[config.mk]
export PLATFORM = sky130hd
export DESIGN_NAME = jerk_limited_ramp_core_flat
export DESIGN_NICKNAME = d
export VERILOG_FILES = /design/src/design/jlr_pkg.sv /design/src/design/jlr_req_if.sv /design/src/design/jlr_rsp_if.sv /design/src/design/jlr_step.sv /design/src/design/jerk_limited_ramp_core.sv /design/src/flat_wrapper.sv
export SDC_FILE = /design/constraint.sdc
export NUM_CORES = 1
export LEC_CHECK = 0
export ABC_AREA = 1
export ABC_CLOCK_PERIOD_IN_PS = 18400
export BUFFER_PORTS_ARGS = -buffer_cell sky130_fd_sc_hd__clkbuf_2
export CAP_MARGIN = 20
export CORE_UTILIZATION = 29
export DETAILED_ROUTE_END_ITERATION = 6
export PLACE_DENSITY = 0.5
export SETUP_SLACK_MARGIN = 0.4
export SLEW_MARGIN = 20
export SYNTH_ARGS = -nofsm -noshare
export SYNTH_HDL_FRONTEND = slang
export SYNTH_SLANG_ARGS = --single-unit
[constraint.sdc]
create_clock -name clock -period 18.4 [get_ports clock]
set_clock_uncertainty 0.05 [all_clocks]
set_input_delay 5.52 -clock clock [delete_from_list [all_inputs] [get_ports clock]]
set_output_delay 5.52 -clock clock [all_outputs]
set_load 0.01 [all_outputs]
[src/design/jlr_pkg.sv]
// ---------------------------------------------------------------------------
// jlr_pkg: shared types and helpers for the jerk limited ramp
// Holds field widths, register index codes, item kind codes, the
// configuration and state structs and the saturating arithmetic helpers.
// ---------------------------------------------------------------------------
package jlr_pkg;

   localparam int DataWidth = 32;
   localparam int LimitWidth = 31;
   localparam int SnapWidth = 16;
   localparam int CsrIndexWidth = 2;
   localparam int CsrDataWidth = 31;

   // Register index codes on the configuration port.
   localparam logic [CsrIndexWidth-1:0] CSR_ACCEL_LIMIT = 2'd0;
   localparam logic [CsrIndexWidth-1:0] CSR_JERK_LIMIT = 2'd1;
   localparam logic [CsrIndexWidth-1:0] CSR_SNAP_WINDOW = 2'd2;

   // Register reset values.
   localparam logic [LimitWidth-1:0] AccelLimitReset = 31'd65536;
   localparam logic [LimitWidth-1:0] JerkLimitReset = 31'd6554;
   localparam logic [SnapWidth-1:0] SnapWindowReset = 16'd1311;

   // Item kinds.
   localparam logic KIND_RAMP = 1'b0;
   localparam logic KIND_LOAD = 1'b1;

   typedef struct packed {
      logic [LimitWidth-1:0] accel_limit;
      logic [LimitWidth-1:0] jerk_limit;
      logic [SnapWidth-1:0] snap_window;
   } jlr_cfg_type;

   typedef struct packed {
      logic signed [DataWidth-1:0] velocity;
      logic signed [DataWidth-1:0] accel;
   } jlr_state_type;

   // Saturate a 33-bit signed sum into the 32-bit signed range.
   function automatic logic signed [DataWidth-1:0] sat32(input logic signed [DataWidth:0] x);
      logic signed [DataWidth-1:0] result;
      if (x[DataWidth] != x[DataWidth-1]) begin
         result = x[DataWidth] ? {1'b1, {(DataWidth-1){1'b0}}} : {1'b0, {(DataWidth-1){1'b1}}};
      end else begin
         result = x[DataWidth-1:0];
      end
      return result;
   endfunction

   // Clamp a 33-bit signed value to plus or minus an unsigned 31-bit limit.
   function automatic logic signed [DataWidth-1:0] clamp_sym(
      input logic signed [DataWidth:0] x,
      input logic [LimitWidth-1:0] lim
   );
      logic signed [DataWidth:0] hi;
      logic signed [DataWidth:0] lo;
      logic signed [DataWidth:0] sel;
      hi = $signed({2'b00, lim});
      lo = -hi;
      if (x > hi) begin
         sel = hi;
      end else if (x < lo) begin
         sel = lo;
      end else begin
         sel = x;
      end
      return sel[DataWidth-1:0];
   endfunction

endpackage

[src/design/jlr_req_if.sv]
// ---------------------------------------------------------------------------
// jlr_req_if: request channel of the jerk limited ramp
// Carries one item per beat: the item kind and the target or load velocity.
// ---------------------------------------------------------------------------
interface jlr_req_if;
   logic valid;
   logic ready;
   logic kind;
   logic signed [31:0] value;

   modport source (output valid, output kind, output value, input ready);
   modport sink (input valid, input kind, input value, output ready);
endinterface

[src/design/jlr_rsp_if.sv]
// ---------------------------------------------------------------------------
// jlr_rsp_if: response channel of the jerk limited ramp
// Carries one result per beat: commanded velocity and acceleration.
// ---------------------------------------------------------------------------
interface jlr_rsp_if;
   logic valid;
   logic ready;
   logic signed [31:0] velocity;
   logic signed [31:0] accel;

   modport source (output valid, output velocity, output accel, input ready);
   modport sink (input valid, input velocity, input accel, output ready);
endinterface

[src/design/jlr_step.sv]
// ---------------------------------------------------------------------------
// jlr_step: one profile update
// Computes the next velocity and acceleration from the current state, one
// item and the limits: clamp, jerk limit, saturating add and snap window.
// ---------------------------------------------------------------------------
module jlr_step
   import jlr_pkg::*;
(
   input  logic                        kind,
   input  logic signed [DataWidth-1:0] value,
   input  jlr_state_type               cur,
   input  jlr_cfg_type                 cfg,
   output jlr_state_type               nxt
);

   logic signed [DataWidth:0]   vel_err;
   logic signed [DataWidth-1:0] want;
   logic signed [DataWidth:0]   accel_err;
   logic signed [DataWidth-1:0] delta;
   logic signed [DataWidth-1:0] new_accel;
   logic signed [DataWidth-1:0] new_velocity;
   logic signed [DataWidth:0]   rem_err;
   logic signed [DataWidth:0]   snap_hi;
   logic                        snapped;

   // Desired acceleration is the velocity error clamped to the accel limit.
   assign vel_err = {value[DataWidth-1], value} - {cur.velocity[DataWidth-1], cur.velocity};
   assign want = clamp_sym(vel_err, cfg.accel_limit);

   // Acceleration moves toward the desired value by at most the jerk limit.
   assign accel_err = {want[DataWidth-1], want} - {cur.accel[DataWidth-1], cur.accel};
   assign delta = clamp_sym(accel_err, cfg.jerk_limit);
   assign new_accel = sat32({cur.accel[DataWidth-1], cur.accel} + {delta[DataWidth-1], delta});

   // Velocity integrates the new acceleration with saturation.
   assign new_velocity = sat32({cur.velocity[DataWidth-1], cur.velocity}
                               + {new_accel[DataWidth-1], new_accel});

   // Lock onto the target when the remaining error is strictly inside the window.
   assign rem_err = {value[DataWidth-1], value} - {new_velocity[DataWidth-1], new_velocity};
   assign snap_hi = $signed({{(DataWidth+1-SnapWidth){1'b0}}, cfg.snap_window});
   assign snapped = (rem_err < snap_hi) && (rem_err > -snap_hi);

   always_comb begin
      if (kind == KIND_LOAD || snapped) begin
         nxt.velocity = value;
         nxt.accel = '0;
      end else begin
         nxt.velocity = new_velocity;
         nxt.accel = new_accel;
      end
   end

endmodule

[src/design/jerk_limited_ramp_core.sv]
// ---------------------------------------------------------------------------
// jerk_limited_ramp_core: S-curve velocity profile generator
// Q16.16 velocity ramp with acceleration and jerk limits and a snap window.
// ---------------------------------------------------------------------------
// Each request beat carries kind and value. A ramp item (kind 0) steps the
// velocity toward value under the acceleration and jerk limits; a load item
// (kind 1) sets the velocity to value and clears the acceleration. Every
// request gives exactly one response beat with the velocity and acceleration
// after that item. The limits are to be written through the csr port only while
// no item is in flight; the block itself does not enforce this.
// A request is registered in the request register at acceptance, and the step
// result is registered in the state and response registers when the response
// register is free. One item is taken every cycle while responses are taken.
// Reset clears velocity and acceleration, restores the default limits and
// empties both registers; req ready is low during reset.
// While the response is not taken it holds; one more request waits in the
// request register and req ready drops until the response leaves.
// ---------------------------------------------------------------------------
module jerk_limited_ramp_core
   import jlr_pkg::*;
(
   input  logic                     clock,
   input  logic                     reset,
   jlr_req_if.sink                  req_bus,
   jlr_rsp_if.source                rsp_bus,
   input  logic                     csr_write_enable,
   input  logic [CsrIndexWidth-1:0] csr_index,
   input  logic [CsrDataWidth-1:0]  csr_write_data
);

   jlr_cfg_type                 cfg_ff;
   logic                        req_valid_ff;
   logic                        req_kind_ff;
   logic signed [DataWidth-1:0] req_value_ff;
   jlr_state_type               state_ff;
   logic                        rsp_valid_ff;
   jlr_state_type               state_in;
   logic                        out_free;
   logic                        advance;
   logic                        req_take;

   // Handshake: the response register frees when empty or taken.
   assign out_free = !rsp_valid_ff || rsp_bus.ready;
   assign advance = req_valid_ff && out_free;
   assign req_bus.ready = !reset && (!req_valid_ff || out_free);
   assign req_take = req_bus.valid && req_bus.ready;

   // Configuration registers.
   always_ff @(posedge clock) begin
      if (reset) begin
         cfg_ff.accel_limit <= AccelLimitReset;
         cfg_ff.jerk_limit <= JerkLimitReset;
         cfg_ff.snap_window <= SnapWindowReset;
      end else if (csr_write_enable) begin
         case (csr_index)
            CSR_ACCEL_LIMIT: cfg_ff.accel_limit <= csr_write_data[LimitWidth-1:0];
            CSR_JERK_LIMIT: cfg_ff.jerk_limit <= csr_write_data[LimitWidth-1:0];
            CSR_SNAP_WINDOW: cfg_ff.snap_window <= csr_write_data[SnapWidth-1:0];
            default: ;
         endcase
      end
   end

   // Request register.
   always_ff @(posedge clock) begin
      if (reset) begin
         req_valid_ff <= 1'b0;
      end else if (req_bus.ready) begin
         req_valid_ff <= req_bus.valid;
      end
   end

   always_ff @(posedge clock) begin
      if (req_take) begin
         req_kind_ff <= req_bus.kind;
         req_value_ff <= req_bus.value;
      end
   end

   // Profile update from the registered request.
   jlr_step u_step (
      .kind  (req_kind_ff),
      .value (req_value_ff),
      .cur   (state_ff),
      .cfg   (cfg_ff),
      .nxt   (state_in)
   );

   // Profile state and response register advance together.
   always_ff @(posedge clock) begin
      if (reset) begin
         state_ff <= '0;
         rsp_valid_ff <= 1'b0;
      end else begin
         if (advance) begin
            state_ff <= state_in;
         end
         if (out_free) begin
            rsp_valid_ff <= req_valid_ff;
         end
      end
   end

   assign rsp_bus.valid = rsp_valid_ff;
   assign rsp_bus.velocity = state_ff.velocity;
   assign rsp_bus.accel = state_ff.accel;

endmodule

[src/flat_wrapper.sv]
// flat-port wrapper written by rule: the top's interface ports become plain ports
module jerk_limited_ramp_core_flat import jlr_pkg::*;
  (clock, reset, csr_write_enable, csr_index, csr_write_data, req_bus_valid, req_bus_kind, req_bus_value, req_bus_ready, rsp_bus_valid, rsp_bus_velocity, rsp_bus_accel, rsp_bus_ready);
  jlr_req_if req_bus_i ();
  jlr_rsp_if rsp_bus_i ();
  input  logic clock;
  input  logic reset;
  input  logic csr_write_enable;
  input  logic [CsrIndexWidth-1:0] csr_index;
  input  logic [CsrDataWidth-1:0] csr_write_data;
  input wire logic [$bits(req_bus_i.valid)-1:0] req_bus_valid;
  input wire logic [$bits(req_bus_i.kind)-1:0] req_bus_kind;
  input wire logic [$bits(req_bus_i.value)-1:0] req_bus_value;
  output wire logic [$bits(req_bus_i.ready)-1:0] req_bus_ready;
  output wire logic [$bits(rsp_bus_i.valid)-1:0] rsp_bus_valid;
  output wire logic [$bits(rsp_bus_i.velocity)-1:0] rsp_bus_velocity;
  output wire logic [$bits(rsp_bus_i.accel)-1:0] rsp_bus_accel;
  input wire logic [$bits(rsp_bus_i.ready)-1:0] rsp_bus_ready;
  assign req_bus_i.valid = req_bus_valid;
  assign req_bus_i.kind = req_bus_kind;
  assign req_bus_i.value = req_bus_value;
  assign req_bus_ready = req_bus_i.ready;
  assign rsp_bus_valid = rsp_bus_i.valid;
  assign rsp_bus_velocity = rsp_bus_i.velocity;
  assign rsp_bus_accel = rsp_bus_i.accel;
  assign rsp_bus_i.ready = rsp_bus_ready;
  jerk_limited_ramp_core u_core (.clock(clock), .reset(reset), .req_bus(req_bus_i), .rsp_bus(rsp_bus_i), .csr_write_enable(csr_write_enable), .csr_index(csr_index), .csr_write_data(csr_write_data));
endmodule
After elaboration in Yosys (flattened, before gate mapping) --
Index checks and enable logic that the tools add are counted.
Cells by class: add/sub/neg operators 8, multiply operators 0, divide/modulo/power cells 0, magnitude comparators 6, equality and inequality tests 4, shifts and indexed selects 0, multiplexer cells 9, bitwise operators 0, reduce and logical (&&, ||, !) cells 14
Operators with widths (number):
- 2-to-1 mux 32 bit | 8
- subtractor 32 x 32 -> 33 bit | 3
- adder 32 x 32 -> 33 bit | 2
- greater-than comparator 33 x 32 -> 1 bit | 2
- less-than comparator 33 bit | 2
- negation 31 -> 33 bit | 2
- 2-to-1 mux 64 bit | 1
- greater-than comparator 33 bit | 1
- less-than comparator 33 x 17 -> 1 bit | 1
- negation 16 -> 33 bit | 1
- AND reduction 2 bit | 3
- logical AND 1 bit | 4
- zero test 1 bit | 3
- logical OR 1 bit | 3
- equality test 2 x 1 -> 1 bit, second input constant | 1
- equality test 2 bit, second input constant | 1
- zero test 2 bit | 1
- != test 1 bit | 2
Storage, ports and cells: register bits after elaboration 177, latch bits 0, RAM bits 0, bits in read-only memories 0, output and inout bits 66, word-level logic and storage cells 50, memories 0

Logic depth before layout (Yosys ltp) --
word-level depth 19, depth in mapped cells 135

Cells and area by module --
From an unflattened synthesis, not the netlist that was laid out.
Second synthesis, totals: cell total of the unflattened synthesis 4156, area total of the unflattened synthesis 25234.2 um^2
Modules (own cells, without submodules):
- jlr_step | instances 1, cells each 3215, area each 18147.4 um^2, seq. area each 0.0 um^2
- jerk_limited_ramp_core | instances 1, cells each 941, area each 7086.8 um^2, seq. area each 3873.7 um^2

Worst setup path after synthesis --
OpenSTA, ideal clock, no wires.
kind reg2reg, start point reg u_core.state_ff, in the netlist u_core.rsp_bus.velocity[1], end point reg u_core.state_ff, in the netlist u_core.rsp_bus.accel[17], setup time 0.067 ns, data arrival time 14.675 ns, required time 18.283 ns, path slack 3.608 ns, cell stages (with the launch flop) 130, path buffers 5, period minus slack after synthesis 14.792 ns, cell sequence dfxtp_1 > inv_1 > fa_1 > nand3_1 > nand3_1 > a21oi_1 > inv_1 > nand2_1 > nand2_1 > a31oi_1 > o21ai_0 > xor2_1 > ha_1 > nand2_1 > nor2_1 > nand2_1 > nor3_1 > a21oi_1 > (+94 left out) > nor3_1 > nor2_1 > nand3_1 > nand2_1 > nand2_1 > nand2_1 > nand3_1 > nand2_1 > nand2_1 > nand2_1 > nand3_1 > nand2_1 > nand2_4 > nand2_8 > nor2_8 > buf_6 > nand2_1 > a21oi_2
On the way: longest elaborated chain between the ends 19, elaborated cells between the ends (all ways) 24, those cells by class add/sub: 5; order compare: 6; eq/ne: 2; mux: 9; reduce/logical: 2
Ends and longest elaborated chain:
- start: declaration | line jerk_limited_ramp_core.sv:35 | jlr_state_type state_ff;
- start signal: assignment | line jerk_limited_ramp_core.sv:96 | state_ff <= state_in;
- subtractor 32 x 32 -> 33 bit | line jlr_step.sv:27 | assign vel_err = {value[DataWidth-1], value} - {cur.velocity[DataWidth-1], cur.velocity};
- less-than comparator 33 bit | line jlr_pkg.sv:62 | end else if (x < lo) begin
- 2-to-1 mux 32 bit | line jlr_pkg.sv:62
- 2-to-1 mux 32 bit | line jlr_pkg.sv:60 | if (x > hi) begin
- subtractor 32 x 32 -> 33 bit | line jlr_step.sv:31 | assign accel_err = {want[DataWidth-1], want} - {cur.accel[DataWidth-1], cur.accel};
- less-than comparator 33 bit | line jlr_pkg.sv:62
- 2-to-1 mux 32 bit | line jlr_pkg.sv:62
- 2-to-1 mux 32 bit | line jlr_pkg.sv:60
- (+3 left out)
- adder 32 x 32 -> 33 bit | line jlr_step.sv:37 | + {new_accel[DataWidth-1], new_accel});
- 2-to-1 mux 32 bit / != test 1 bit (equally long branches) | line jlr_pkg.sv:43, jlr_pkg.sv:42
- 2-to-1 mux 32 bit | line jlr_pkg.sv:42 | if (x[DataWidth] != x[DataWidth-1]) begin
- subtractor 32 x 32 -> 33 bit | line jlr_step.sv:40 | assign rem_err = {value[DataWidth-1], value} - {new_velocity[DataWidth-1], new_velocity};
- less-than comparator 33 x 17 -> 1 bit / greater-than comparator 33 bit (equally long branches) | line jlr_step.sv:42 | assign snapped = (rem_err < snap_hi) && (rem_err > -snap_hi);
- logical AND 1 bit | line jlr_step.sv:42
- logical OR 1 bit | line jlr_step.sv:45 | if (kind == KIND_LOAD || snapped) begin
- 2-to-1 mux 64 bit * | line jlr_step.sv:45
Every way passes the cells marked *; elsewhere a longest branch is shown, timed or not. A chain may end at the register's enable or synchronous reset.

Worst setup path after layout --
start point reg u_core.req_value_ff[0], end point reg u_core.state_ff, in the netlist u_core.rsp_bus.accel[7]
On the way: longest elaborated chain between the ends 19, elaborated cells between the ends (all ways) 24, those cells by class add/sub: 5; order compare: 6; eq/ne: 2; mux: 9; reduce/logical: 2
Ends and longest elaborated chain:
- start: declaration | line jerk_limited_ramp_core.sv:34 | logic signed [DataWidth-1:0] req_value_ff;
- start signal: assignment | line jerk_limited_ramp_core.sv:76 | req_value_ff <= req_bus.value;
- subtractor 32 x 32 -> 33 bit | line jlr_step.sv:27
- less-than comparator 33 bit | line jlr_pkg.sv:62
- 2-to-1 mux 32 bit | line jlr_pkg.sv:62
- 2-to-1 mux 32 bit | line jlr_pkg.sv:60
- subtractor 32 x 32 -> 33 bit | line jlr_step.sv:31
- less-than comparator 33 bit | line jlr_pkg.sv:62
- 2-to-1 mux 32 bit | line jlr_pkg.sv:62
- 2-to-1 mux 32 bit | line jlr_pkg.sv:60
- (+3 left out)
- adder 32 x 32 -> 33 bit | line jlr_step.sv:37
- 2-to-1 mux 32 bit / != test 1 bit (equally long branches) | line jlr_pkg.sv:43, jlr_pkg.sv:42
- 2-to-1 mux 32 bit | line jlr_pkg.sv:42
- subtractor 32 x 32 -> 33 bit | line jlr_step.sv:40
- less-than comparator 33 x 17 -> 1 bit / greater-than comparator 33 bit (equally long branches) | line jlr_step.sv:42
- logical AND 1 bit | line jlr_step.sv:42
- logical OR 1 bit | line jlr_step.sv:45
- 2-to-1 mux 64 bit * | line jlr_step.sv:45
Marks and branches as above.

==> impl_metrics.py <==
metrics = {
    "outcome": {
        "status": "finished, final reports clean",
    },
    "floorplan": {
        "io_pins": 137,
        "dieArea_um2": 83900,
        "coreArea_um2": 82000,
        "start_util": 0.293,
        "dieHeight_um": 290,
        "fp-row-count": 105,
        "die_w_um": 290,
    },
    "timing": {
        "clock.fmax_mhz": 59.1,
        "fin_crit_sh": 0.919,
        "period_needed_ps": 16910,
        "hold_violations": 0,
        "drv_slew": 0,
        "worst_pin_slew_ps": 991,
        "grt_setup_unrepaired": "false",
        "finalSetupViolations": 0,
        "fin_setup_tns_ps": 0,
        "relSlewSlack": 0.335,
    },
    "synthesis": {
        "synth.largest_area_cell": "ha_1",
        "ys_seq_area_frac": 0.162,
        "postSynth.asyncResetShare": 0,
        "synth-edff-count": 33,
        "yosys-top-cells-area": "ha_1, nand2_1, dfxtp_1, inv_1, a21oi_1",
        "ys.flop_type": "dfxtp_1",
        "synthesis.nets": 4306,
        "syn_area_um2": 24000,
        "ys_types": 64,
        "syn_avg_cell_area_um2": 6.16,
        "synth_warnings": 0,
        "syn_inst": 3896,
        "synth-seq-cells": 177,
        "yosysTopAreaCellShare": 0.174,
    },
    "setup_path": {
        "crit_path_max_incr_delay_ps": 430,
        "crit_arrival_ps": 17300,
        "critPathMaxFanout": 17,
        "cp-startpoint": "u_core.req_value_ff[0]",
        "cp-end-kind": "flop",
        "crit_slowest_cell": "ha_1",
        "critPathKind": "reg -> reg",
        "cp-start-kind": "flop",
        "crit_top_cell": "nand2_1",
        "crit-reg2reg-launch": "u_core.req_value_ff[0]",
        "worstPathRequired_ps": 18780,
    },
    "route": {
        "drt-pass1-iter-count": 5,
        "vias": 25700,
        "viasPerCell": 4.93,
        "drt_iter0_drc": 1674,
        "drc": 0,
        "postRouteAntennaNets": 0,
        "wirelength_mm": 98.0,
        "wl_per_cell_um": 18.8,
    },
    "final_layout": {
        "layout.cells.most_common": "nand2_1",
        "nets": 4539,
        "areaGrowthSynthToFinish_pct": 16.7,
        "postLayoutCoreUtil": 0.341,
        "final_cells": 5215,
        "final_cell_mix": "nand2_1, inv_1, a21oi_1",
        "drive_gt1_frac": 0.111,
    },
    "clocking": {
        "clockRootBuffer": "clkbuf_16",
        "cts-hold-fix-buffers": 0,
        "clk_latency_ps": 510,
        "path_clk_slew_ps": 80,
        "clock_path_buffers": 2,
        "cts_tree": "built",
        "clock-sinks": 177,
        "numCtsBuffers": 17,
        "ctsHtreeMaxLevel": 4,
    },
    "min_path": {
        "min_from": "u_core.rsp_bus.velocity[16]",
        "hold_path.class": "reg -> reg",
    },
    "flow_run": {
        "cap_violations": 0,
    },
    "placed_design": {
        "place_congestion": 0.990,
        "dp_cells": 5156,
        "port_buffers": 136,
        "dp_hpwl_mm": 80.8,
    },
    "global_routing": {
        "grt_usage": 0.228,
        "grt_max_degree": 80,
        "antenna_found_initial": 4,
        "grt_pass1_vias": 24700,
        "overflow": 0,
        "grt_pass1_wl_mm": 144,
    },
}
[cells by family (layout without fill, tap and decap cells)]
family          Yosys count  after routing  synth area share
compound gates          700            700             0.161
xor+xnor                177            177            0.0653
flops                   177            177             0.162
buf+inv                 742            986             0.122
simple gates           1761           1763             0.312
fa+ha+maj               339            339             0.178
other cells               0              3                 0
[synthesized netlist by cell type (31+ instances only)]
master / count
nand2_1: 1069
inv_1: 642
a21oi_1: 397
ha_1: 334
nand3_1: 277
nor2_1: 225
o21ai_0: 160
dfxtp_1: 144
xor2_1: 129
nor3_1: 68
nand4_1: 48
xnor2_1: 46
clkbuf_1: 41
edfxtp_1: 33
buf_2: 31
[final cells by class]
type | instances | area, µm²
clock buffer | 20 | 447
antenna | 3 | 7.51
clock inverter | 12 | 109
inverter | 653 | 2460
timing repair buffer | 301 | 2110
fill | 9120 | 54000
tap | 1070 | 1340
multi-input combinational | 2979 | 17600
sequential | 177 | 3870
[per-stage QoR]
step / worst slack (ps) / instance area [µm²] / hold WS [ps]
after floorplan: 3610 / 24000 / 431
after CTS: 416 / 27300 / 462
after global routing: 329 / 28000 / 496
after global placement: 321 / 26700 / 445
final: 1490 / 28000 / 459
after detailed placement: 254 / 26700 / 450
[final timing paths]
| check | depth (start not counted) | slack [ps] | endpoint |
|---|---|---|---|
| worst min register to register | 2 | 460 | u_core.rsp_bus.velocity[16] |
| worst max register to register | 116 | 1490 | u_core.rsp_bus.accel[7] |
| worst max-delay path | 116 | 1490 | u_core.rsp_bus.accel[7] |
| worst min-delay path | 2 | 460 | u_core.rsp_bus.velocity[16] |
[critical path, delay by kind of cell, from the launching register on]
kind	cells	cell delay (ps)
flip-flops	1	390
XOR/XNOR	2	320
buffers and inverters	20	2390
AND/OR/NAND/NOR	64	7390
AO/OA/AOI/OAI	20	2980
adder cells (fa/ha/maj)	10	3270
[routing by layer]
layer / vias to the layer above / part of all wire / GRT usage
met2: 582 / 0.46 / 0.378
li1: 13200 / - / -
met4: 0 / 0.033 / 0.0797
met3: 127 / 0.037 / 0.0201
met5: - / 0 / 0
met1: 11800 / 0.47 / 0.307
[flip-flops by register name, indices dropped and copies added, names as in the netlist]
signal,count
u_core.cfg_ff,78
u_core.rsp_bus.accel,32
u_core.req_value_ff,32
u_core.rsp_bus.velocity,32
u_core.req_valid_ff,1
u_core.rsp_bus.valid,1
u_core.req_kind_ff,1
[what timing repair did]
| action | 4_1_cts | 5_1_grt |
|---|---|---|
| gates cloned | 0 | 6 |
| setup endpoints to repair | 64 | 64 |
| buffers inserted | 0 | 18 |
| resized for setup | 2 | 101 |
| pin swaps | 0 | 17 |
Power is left out: the tool's default activity adds up to more than one toggle a clock period on the data nets, which glitch-free logic cannot reach.
